[config.mk]
export PLATFORM = sky130hd
export DESIGN_NAME = pending_handshake_table_top
export DESIGN_NICKNAME = d
export VERILOG_FILES = /design/src/rtl/core/pht_pkg.sv /design/src/rtl/core/pht_store.sv /design/src/rtl/core/pht_scan.sv /design/src/rtl/core/pending_handshake_table_top.sv
export SDC_FILE = /design/constraint.sdc
export NUM_CORES = 2
export LEC_CHECK = 0
export ABC_AREA = 1
export BUFFER_PORTS_ARGS = -buffer_cell sky130_fd_sc_hd__buf_2
export CAP_MARGIN = 30
export CORE_UTILIZATION = 57
export DETAILED_ROUTE_END_ITERATION = 10
export PLACE_DENSITY = 0.75
export SETUP_SLACK_MARGIN = 0.1
export SLEW_MARGIN = 20
export SYNTH_ARGS = -nofsm -noshare
export SYNTH_HDL_FRONTEND = slang
export SYNTH_SLANG_ARGS = --single-unit
[constraint.sdc]
create_clock -name clk -period 11.3 [get_ports clk]
set_input_delay 0.565 -clock clk [delete_from_list [all_inputs] [get_ports clk]]
set_output_delay 0.565 -clock clk [all_outputs]
set_load 0.005 [all_outputs]
[src/rtl/core/pht_pkg.sv]
// Shared types and constants for the pending handshake table.
package pht_pkg;

  localparam int KEY_W    = 64;
  localparam int TIME_W   = 64;
  localparam int SLOT_W   = 3;
  localparam int XCOUNT_W = 4;

  localparam logic [TIME_W-1:0] TIMEOUT_RESET = 64'd10000000;

  // Command codes
  localparam logic [1:0] CMD_LOOKUP = 2'd0;
  localparam logic [1:0] CMD_ALLOC  = 2'd1;
  localparam logic [1:0] CMD_CLEAR  = 2'd2;
  localparam logic [1:0] CMD_EXPIRE = 2'd3;

  // Result status codes
  localparam logic [2:0] ST_MISS    = 3'd0;
  localparam logic [2:0] ST_HIT     = 3'd1;
  localparam logic [2:0] ST_REFRESH = 3'd2;
  localparam logic [2:0] ST_NEW     = 3'd3;
  localparam logic [2:0] ST_EVICT   = 3'd4;
  localparam logic [2:0] ST_FREED   = 3'd5;
  localparam logic [2:0] ST_REJECT  = 3'd6;

  typedef struct packed {
    logic [1:0]        cmd;
    logic [KEY_W-1:0]  peer_key;
    logic [TIME_W-1:0] now_us;
  } in_item_t;

  typedef struct packed {
    logic [2:0]          status;
    logic [SLOT_W-1:0]   slot;
    logic [KEY_W-1:0]    evicted_key;
    logic [XCOUNT_W-1:0] expired_count;
  } out_item_t;

  // Scan control from the sequencer to the compare unit
  typedef struct packed {
    logic start;   // clear accumulators for a new command
    logic chk;     // entry data is valid this cycle
    logic expire;  // current command is an expire tick
  } scan_ctrl_t;

  // Valid-bit write request
  typedef struct packed {
    logic we;
    logic val;
  } vld_op_t;

endpackage

[src/rtl/core/pht_store.sv]
// Entry storage: key and time memories with per-entry valid bits.
module pht_store #(
  parameter int ENTRIES = 8,
  parameter int IDX_W   = 3
) (
  input  logic                       clk,
  input  logic                       rst_n,
  input  logic [IDX_W-1:0]           rd_addr,
  output logic [pht_pkg::KEY_W-1:0]  rd_key,
  output logic [pht_pkg::TIME_W-1:0] rd_time,
  output logic                       rd_vld,
  input  logic                       wr_en,
  input  logic [IDX_W-1:0]           wr_addr,
  input  logic [pht_pkg::KEY_W-1:0]  wr_key,
  input  logic [pht_pkg::TIME_W-1:0] wr_time,
  input  pht_pkg::vld_op_t           vld_op,
  input  logic [IDX_W-1:0]           vld_idx
);

  logic [pht_pkg::KEY_W-1:0]  key_mem  [ENTRIES];
  logic [pht_pkg::TIME_W-1:0] time_mem [ENTRIES];
  logic [ENTRIES-1:0]         valid_r;
  logic [pht_pkg::KEY_W-1:0]  rd_key_r;
  logic [pht_pkg::TIME_W-1:0] rd_time_r;
  logic                       rd_vld_r;

  // Write one entry, read one entry, registered read data
  always_ff @(posedge clk) begin
    if (wr_en) begin
      key_mem[wr_addr]  <= wr_key;
      time_mem[wr_addr] <= wr_time;
    end
    rd_key_r  <= key_mem[rd_addr];
    rd_time_r <= time_mem[rd_addr];
  end

  // Hold valid bits, cleared on reset; a free entry reads with rd_vld low
  always_ff @(posedge clk) begin
    if (!rst_n) begin
      valid_r  <= '0;
      rd_vld_r <= 1'b0;
    end else begin
      if (vld_op.we) begin
        valid_r[vld_idx] <= vld_op.val;
      end
      rd_vld_r <= valid_r[rd_addr];
    end
  end

  assign rd_key  = rd_key_r;
  assign rd_time = rd_time_r;
  assign rd_vld  = rd_vld_r;

endmodule

[src/rtl/core/pht_scan.sv]
// Shared compare unit: checks one entry per cycle and accumulates scan results.
module pht_scan #(
  parameter int IDX_W = 3,
  parameter int CNT_W = 4
) (
  input  logic                       clk,
  input  logic                       rst_n,
  input  pht_pkg::scan_ctrl_t        ctrl,
  input  logic [IDX_W-1:0]           chk_idx,
  input  logic [pht_pkg::KEY_W-1:0]  e_key,
  input  logic [pht_pkg::TIME_W-1:0] e_time,
  input  logic                       e_vld,
  input  logic [pht_pkg::KEY_W-1:0]  key,
  input  logic [pht_pkg::TIME_W-1:0] now,
  input  logic [pht_pkg::TIME_W-1:0] timeout,
  output logic                       found,
  output logic [IDX_W-1:0]           found_idx,
  output logic                       free_found,
  output logic [IDX_W-1:0]           free_idx,
  output logic [IDX_W-1:0]           min_idx,
  output logic [pht_pkg::KEY_W-1:0]  min_key,
  output logic [CNT_W-1:0]           exp_cnt,
  output logic                       exp_clr
);

  logic                       found_r;
  logic [IDX_W-1:0]           found_idx_r;
  logic                       free_found_r;
  logic [IDX_W-1:0]           free_idx_r;
  logic [IDX_W-1:0]           min_idx_r;
  logic [pht_pkg::TIME_W-1:0] min_time_r;
  logic [pht_pkg::KEY_W-1:0]  min_key_r;
  logic [CNT_W-1:0]           exp_cnt_r;

  logic [pht_pkg::TIME_W-1:0] op_a;
  logic [pht_pkg::TIME_W-1:0] op_b;
  logic [pht_pkg::TIME_W:0]   diff;
  logic                       lt;
  logic                       age_over;
  logic                       hit;
  logic                       first;
  logic                       take_min;

  // Share one subtractor: modular age for expire, time order for eviction
  always_comb begin
    op_a     = ctrl.expire ? now : e_time;
    op_b     = ctrl.expire ? e_time : min_time_r;
    diff     = {1'b0, op_a} - {1'b0, op_b};
    lt       = diff[pht_pkg::TIME_W];
    age_over = diff[pht_pkg::TIME_W-1:0] > timeout;
    hit      = e_vld && (e_key == key);
    first    = (chk_idx == '0);
    take_min = ctrl.chk && !ctrl.expire && (first || lt);
    exp_clr  = ctrl.chk && ctrl.expire && e_vld && age_over;
  end

  // Track first match, first free entry and expire count
  always_ff @(posedge clk) begin
    if (!rst_n) begin
      found_r      <= 1'b0;
      free_found_r <= 1'b0;
      exp_cnt_r    <= '0;
    end else if (ctrl.start) begin
      found_r      <= 1'b0;
      free_found_r <= 1'b0;
      exp_cnt_r    <= '0;
    end else if (ctrl.chk) begin
      if (hit && !found_r) begin
        found_r <= 1'b1;
      end
      if (!e_vld && !free_found_r) begin
        free_found_r <= 1'b1;
      end
      if (exp_clr) begin
        exp_cnt_r <= exp_cnt_r + CNT_W'(1);
      end
    end
  end

  // Capture indexes and the oldest entry (strict less keeps lowest index)
  always_ff @(posedge clk) begin
    if (ctrl.chk && hit && !found_r) begin
      found_idx_r <= chk_idx;
    end
    if (ctrl.chk && !e_vld && !free_found_r) begin
      free_idx_r <= chk_idx;
    end
    if (take_min) begin
      min_idx_r  <= chk_idx;
      min_time_r <= e_time;
      min_key_r  <= e_key;
    end
  end

  assign found      = found_r;
  assign found_idx  = found_idx_r;
  assign free_found = free_found_r;
  assign free_idx   = free_idx_r;
  assign min_idx    = min_idx_r;
  assign min_key    = min_key_r;
  assign exp_cnt    = exp_cnt_r;

endmodule

[src/rtl/core/pending_handshake_table_top.sv]
// Pending handshake table: sequencer, timeout register and result register.
// One command at a time: start is taken only while idle, and busy stays high through
// the scan, which reads one entry per cycle through the single memory read port.
// busy drops in the cycle the result is shown; the receiver cannot stall.
// Reset (rst_n, synchronous): all entries free, timeout_us = 10000000.
module pending_handshake_table_top #(
  parameter int ENTRIES = 8
) (
  input  logic                       clk,
  input  logic                       rst_n,
  input  logic                       start,
  output logic                       busy,
  input  pht_pkg::in_item_t          in_item,
  output logic                       out_valid,
  output pht_pkg::out_item_t         out_item,
  input  logic                       cfg_valid,
  output logic                       cfg_ready,
  input  logic [pht_pkg::TIME_W-1:0] cfg_data
);

  localparam int IDX_W = (ENTRIES > 1) ? $clog2(ENTRIES) : 1;
  localparam int CNT_W = $clog2(ENTRIES + 1);
  localparam logic [IDX_W-1:0] LAST_IDX = IDX_W'(ENTRIES - 1);

  localparam logic [1:0] S_IDLE = 2'd0;
  localparam logic [1:0] S_SCAN = 2'd1;
  localparam logic [1:0] S_FIN  = 2'd2;

  logic [1:0]                 state_r, state_nxt;
  pht_pkg::in_item_t          item_r;
  logic [pht_pkg::TIME_W-1:0] timeout_r;
  logic [IDX_W-1:0]           rd_addr_r;
  logic                       issue_r;
  logic                       chk_r;
  logic [IDX_W-1:0]           chk_idx_r;
  logic                       chk_last_r;
  logic                       out_valid_r;
  pht_pkg::out_item_t         out_item_r, out_item_nxt;

  logic                       accept;
  pht_pkg::scan_ctrl_t        sctrl;
  logic [pht_pkg::KEY_W-1:0]  e_key;
  logic [pht_pkg::TIME_W-1:0] e_time;
  logic                       e_vld;
  logic                       found;
  logic [IDX_W-1:0]           found_idx;
  logic                       free_found;
  logic [IDX_W-1:0]           free_idx;
  logic [IDX_W-1:0]           min_idx;
  logic [pht_pkg::KEY_W-1:0]  min_key;
  logic [CNT_W-1:0]           exp_cnt;
  logic                       exp_clr;

  logic                       reject;
  logic                       fin_wr;
  logic [IDX_W-1:0]           fin_idx;
  pht_pkg::vld_op_t           fin_vop;
  pht_pkg::vld_op_t           vld_op;
  logic [IDX_W-1:0]           vld_idx;
  logic [IDX_W+2:0]           slot_ext;
  logic [CNT_W+3:0]           cnt_ext;

  assign accept    = start && !busy;
  assign busy      = (state_r != S_IDLE);
  assign cfg_ready = !busy;

  assign sctrl.start  = accept;
  assign sctrl.chk    = chk_r;
  assign sctrl.expire = (item_r.cmd == pht_pkg::CMD_EXPIRE);

  pht_store #(
    .ENTRIES (ENTRIES),
    .IDX_W   (IDX_W)
  ) u_store (
    .clk     (clk),
    .rst_n   (rst_n),
    .rd_addr (rd_addr_r),
    .rd_key  (e_key),
    .rd_time (e_time),
    .rd_vld  (e_vld),
    .wr_en   (fin_wr),
    .wr_addr (fin_idx),
    .wr_key  (item_r.peer_key),
    .wr_time (item_r.now_us),
    .vld_op  (vld_op),
    .vld_idx (vld_idx)
  );

  pht_scan #(
    .IDX_W (IDX_W),
    .CNT_W (CNT_W)
  ) u_scan (
    .clk        (clk),
    .rst_n      (rst_n),
    .ctrl       (sctrl),
    .chk_idx    (chk_idx_r),
    .e_key      (e_key),
    .e_time     (e_time),
    .e_vld      (e_vld),
    .key        (item_r.peer_key),
    .now        (item_r.now_us),
    .timeout    (timeout_r),
    .found      (found),
    .found_idx  (found_idx),
    .free_found (free_found),
    .free_idx   (free_idx),
    .min_idx    (min_idx),
    .min_key    (min_key),
    .exp_cnt    (exp_cnt),
    .exp_clr    (exp_clr)
  );

  // Advance the sequencer
  always_comb begin
    state_nxt = state_r;
    case (state_r)
      S_IDLE: begin
        if (accept) begin
          state_nxt = S_SCAN;
        end
      end
      S_SCAN: begin
        if (chk_r && chk_last_r) begin
          state_nxt = S_FIN;
        end
      end
      S_FIN: begin
        state_nxt = S_IDLE;
      end
      default: begin
        state_nxt = S_IDLE;
      end
    endcase
  end

  // Decide the result and the table update after the scan
  always_comb begin
    reject       = (item_r.cmd != pht_pkg::CMD_EXPIRE) && (item_r.peer_key == '0);
    fin_wr       = 1'b0;
    fin_idx      = '0;
    fin_vop.we   = 1'b0;
    fin_vop.val  = 1'b0;
    out_item_nxt = '0;
    cnt_ext      = {4'b0, exp_cnt};
    if (reject) begin
      out_item_nxt.status = pht_pkg::ST_REJECT;
    end else begin
      case (item_r.cmd)
        pht_pkg::CMD_EXPIRE: begin
          out_item_nxt.status        = (exp_cnt != '0) ? pht_pkg::ST_FREED : pht_pkg::ST_MISS;
          out_item_nxt.expired_count = cnt_ext[3:0];
        end
        pht_pkg::CMD_LOOKUP: begin
          if (found) begin
            out_item_nxt.status = pht_pkg::ST_HIT;
            fin_idx             = found_idx;
          end
        end
        pht_pkg::CMD_CLEAR: begin
          if (found) begin
            out_item_nxt.status        = pht_pkg::ST_FREED;
            out_item_nxt.expired_count = pht_pkg::XCOUNT_W'(1);
            fin_idx                    = found_idx;
            fin_vop.we                 = 1'b1;
            fin_vop.val                = 1'b0;
          end
        end
        pht_pkg::CMD_ALLOC: begin
          fin_wr      = 1'b1;
          fin_vop.we  = 1'b1;
          fin_vop.val = 1'b1;
          if (found) begin
            out_item_nxt.status = pht_pkg::ST_REFRESH;
            fin_idx             = found_idx;
          end else if (free_found) begin
            out_item_nxt.status = pht_pkg::ST_NEW;
            fin_idx             = free_idx;
          end else begin
            out_item_nxt.status      = pht_pkg::ST_EVICT;
            out_item_nxt.evicted_key = min_key;
            fin_idx                  = min_idx;
          end
        end
        default: begin
          out_item_nxt.status = pht_pkg::ST_MISS;
        end
      endcase
    end
    slot_ext          = {3'b0, fin_idx};
    out_item_nxt.slot = slot_ext[2:0];
    if (state_r != S_FIN) begin
      fin_wr     = 1'b0;
      fin_vop.we = 1'b0;
    end
  end

  // Drop valid bits during an expire scan, else apply the final update
  always_comb begin
    if (state_r == S_FIN) begin
      vld_op  = fin_vop;
      vld_idx = fin_idx;
    end else begin
      vld_op.we  = exp_clr;
      vld_op.val = 1'b0;
      vld_idx    = chk_idx_r;
    end
  end

  // Control registers
  always_ff @(posedge clk) begin
    if (!rst_n) begin
      state_r     <= S_IDLE;
      timeout_r   <= pht_pkg::TIMEOUT_RESET;
      rd_addr_r   <= '0;
      issue_r     <= 1'b0;
      chk_r       <= 1'b0;
      chk_last_r  <= 1'b0;
      out_valid_r <= 1'b0;
    end else begin
      state_r     <= state_nxt;
      out_valid_r <= (state_r == S_FIN);
      if (cfg_valid && cfg_ready) begin
        timeout_r <= cfg_data;
      end
      chk_r      <= (state_r == S_SCAN) && issue_r;
      chk_last_r <= (rd_addr_r == LAST_IDX);
      if (accept) begin
        rd_addr_r <= '0;
        issue_r   <= 1'b1;
      end else if ((state_r == S_SCAN) && issue_r) begin
        if (rd_addr_r == LAST_IDX) begin
          issue_r <= 1'b0;
        end else begin
          rd_addr_r <= rd_addr_r + IDX_W'(1);
        end
      end
    end
  end

  // Payload registers
  always_ff @(posedge clk) begin
    chk_idx_r <= rd_addr_r;
    if (accept) begin
      item_r <= in_item;
    end
    if (state_r == S_FIN) begin
      out_item_r <= out_item_nxt;
    end
  end

  assign out_valid = out_valid_r;
  assign out_item  = out_item_r;

endmodule

==> impl_results.md <==
* Arr. time, crit path at 6.83 ns
* Vias in the first global route at roughly 44000
* Clock period minus worst slack at 6.12 ns
* Leak at 0.0271 uW
* Layout cell share with drive strength beyond 1 at 10.8%
* Initial DRC Count at between 4000 and 5000
* Postcts setup bufs at 0
* Ys flop type: edfxtp_1
* Dpl ws at 4.53 ns
* Total iterations of the first detailed-routing run at 8
* Clock share of power at 39.8%
* Largest net degree at the start of global routing at around 250
* Dominant cell by count in the synthesized netlist: edfxtp_1
* Gr usage total at 29.0%
* Clock Tree Root: clkbuf_16
* Worst Setup End Kind: flip-flop
* Largest area contributor in the netlist: edfxtp_1
* Flop pwr share at 51.5%
* PwrDens at roughly 170 mW/mm^2
* Ant. Diodes at 0
* Max incr delay on CP at 0.69 ns
* # Max-Cap Violations at 0
* Die width at roughly 340 um
* WP data required at 12.01 ns
* Max rail drop VDD at 0.173 mV
* Share of the synthesized area in the top cell type at a little over three fifths
* First-pass GRT wire length at 255000 um
* Post-synth ARST share at 0%
* Crit. Startpoint: item_r[128]
* Hold Fails Final Rpt at 0
* Worst Skew at 0.0348 ns
* Rel. slew slack at between 20% and 30%
* Kind of critical path: flip-flop to flip-flop
* Number of I/O port buffers at 274
* Skew-Pair Late Insertion Delay at 0.78 ns
* Period utilization at a little over half
* Core area at 0.113 mm^2
* H-tree levels at 4
* Vias at 44300
* Initial antenna violation count at 2
* RSZ-0062 raised after global routing: false
* Antenna Violating Nets Remaining at 0
* Worst-margin pin slew at 1.17 ns
* Clk sinks at 1584
* Worst R2R Start: item_r[128]
* Vias/cell at a little under 6
* Maximum clock path buffer count at 3
* Post-synthesis cell count at 5683
* Site Rows at 123
* Layout net count at 6359
* Syn_area_per_cell at 11.5 um^2
* Synthesized Nets at 6019
* Crit path launch type: flip-flop
* Final WS setup at 5.18 ns
* Synth cell types at 60
* RePlAce Congestion at 0.992
* EDFF count, synth at approximately 1400
* Final setup fails at 0
* Mapped Area at 0.0652 mm^2
* IO Count at about 280
* Total global routing overflow at 0
* DRT Wirelength at ~170000 um
* Post-DR wirelength/cell at 22.2 um
* DRC at 0
* Fillers at about 8300
* Switch Pwr at 3030 uW
* Highest Clock Rate at approximately 160 MHz
* Synthesized flop and latch total at 1584
* Crit-path most repeated cell: nand2_1
* Slowest CP cell: ha_4
* Min-delay src: in_item[119]
* CTS Buf Count at 156
* Int Power at just under 10000 uW
* Die height at 340 um
* Final HPWL DP at 103000 um
* Die footprint at about 0.12 mm^2
* Critical path peak fanout at 94
* Worst-path clk slew at approximately 0.06 ns
* Initial Util at roughly 58%
* Max-slew violation count at 0
* YS warnings at 0
* Synth top area cells: edfxtp_1, dfxtp_1, nor2_1
* Synth top cells by count: edfxtp_1, nor2_1, o21ai_0
* Gate power share at 8.7%
* Pwr Total at 12700 uW
* CTS tree: built
* Register area share after synthesis at 69.6%
* Outcome: finished, final reports clean
* Area growth syn-to-layout at 13.9%
* Sw Share at 23.8%
* Hold Crit Class: primary input to flip-flop
* Final setup TNS at 0 ns
-- cell families (layout without fill, tap and decap cells) --
group                    Yosys count  after routing  share of synthesized area [%]
AND/OR/NAND/NOR                 1909           1909                           11.9
adder cells (fa/ha/maj)          138            138                           2.66
buffers and inverters            675           1146                           4.05
flip-flops                      1584           1584                           69.6
multiplexers                       1              1                         0.0153
AO/OA/AOI/OAI                   1303           1303                           10.9
XOR/XNOR                          73             73                          0.980
-- what timing repair did --
action	CTS	global route
gates resized for setup	0	0
hold buffers	114	1
hold endpoints to repair	114	1
-- metrics by stage --
stage          util, %  hold slack, ns  std cells  area (um^2)
2_1_floorplan        -           0.350       5683        65200
3_3_place_gp      60.1           0.412       7241        67900
3_5_place_dp      60.1           0.416       7244        67900
4_1_cts           65.6        0.000675       7647        74100
5_1_grt           65.8         0.00429       7654        74300
6_report          65.8          0.0251       7654        74300
-- state kept, by name, summed over array words and instances, names as in the netlist, 2 cells and up --
signal,cells
rd_addr_r,3
u_store.valid_r,8
chk_idx_r,3
out_item,74
state_r,2
u_scan.min_key,64
u_scan.min_time_r,64
u_store.key_mem,512
u_store.rd_time,64
u_store.time_mem,512
u_scan.free_idx,3
u_scan.exp_cnt,4
u_store.rd_key,64
u_scan.found_idx,3
timeout_r,64
u_scan.min_idx,3
item_r,130
-- metal layers --
metal  part of all wire [%]  up-vias  global-route usage [%]
li1                       -    20700                       -
met1                     41    21400                    38.4
met2                     49     1842                    48.1
met3                    7.0      353                    4.61
met4                    3.6        2                    11.5
met5                 0.0071        -                       0
-- power groups by stage --
stage               combinational (uW)  sequential (uW)  clock, uW
floorplan                          707             6630          0
global placement                  1040             6680          0
detailed placement                1050             6690          0
CTS                               1090             6560       5120
global route                      1230             6570       5350
finish                            1100             6560       5070
-- final timing paths --
| path | to | slack [ns] | cells after the start |
|---|---|---|---|
| setup / recovery | u_scan.exp_cnt[2] | 5.18 | 29 |
| hold / removal | item_r[119] | 0.03 | 1 |
| setup reg to reg | u_scan.exp_cnt[2] | 5.18 | 29 |
| hold reg to reg | u_scan.min_time_r[44] | 0.43 | 0 |
-- placed cells by master, fill, tap and decap left out, types with 22 or more instances in the layout --
cell type         n
xor2_1           41
nor2_1         1159
buf_4            39
buf_2           275
a21oi_1         189
clkbuf_16       161
or2_2            38
inv_1           399
clkinv_2         22
nand3_1          93
o21ai_0         756
o22ai_1         129
dlygate4sd3_1   115
ha_1            136
a31oi_1         144
edfxtp_1       1365
clkbuf_1         44
dfxtp_1         217
xnor2_1          32
nand4_1          51
nand2_1         480
-- final cells by class --
cell class / count / area, um^2 / share of cell area [%]
multi-input cells: 3424 / 17300 / 23.3
flip-flops and latches: 1584 / 45400 / 61.1
inverters: 416 / 1600 / 2.15
well taps: 1500 / 1880 / 2.53
clock buffers: 224 / 4460 / 6.00
clock inverters: 65 / 592 / 0.797
repair buffers: 441 / 3090 / 4.16
-- worst max-delay path: cells and delay by family, from the launching register on --
kind	cells	cell delay, ns
flip-flops	1	0.45
adder cells (fa/ha/maj)	4	1.62
AO/OA/AOI/OAI	5	0.99
AND/OR/NAND/NOR	17	2.23
buffers and inverters	3	0.71
(Power assumes the default switching activity.)
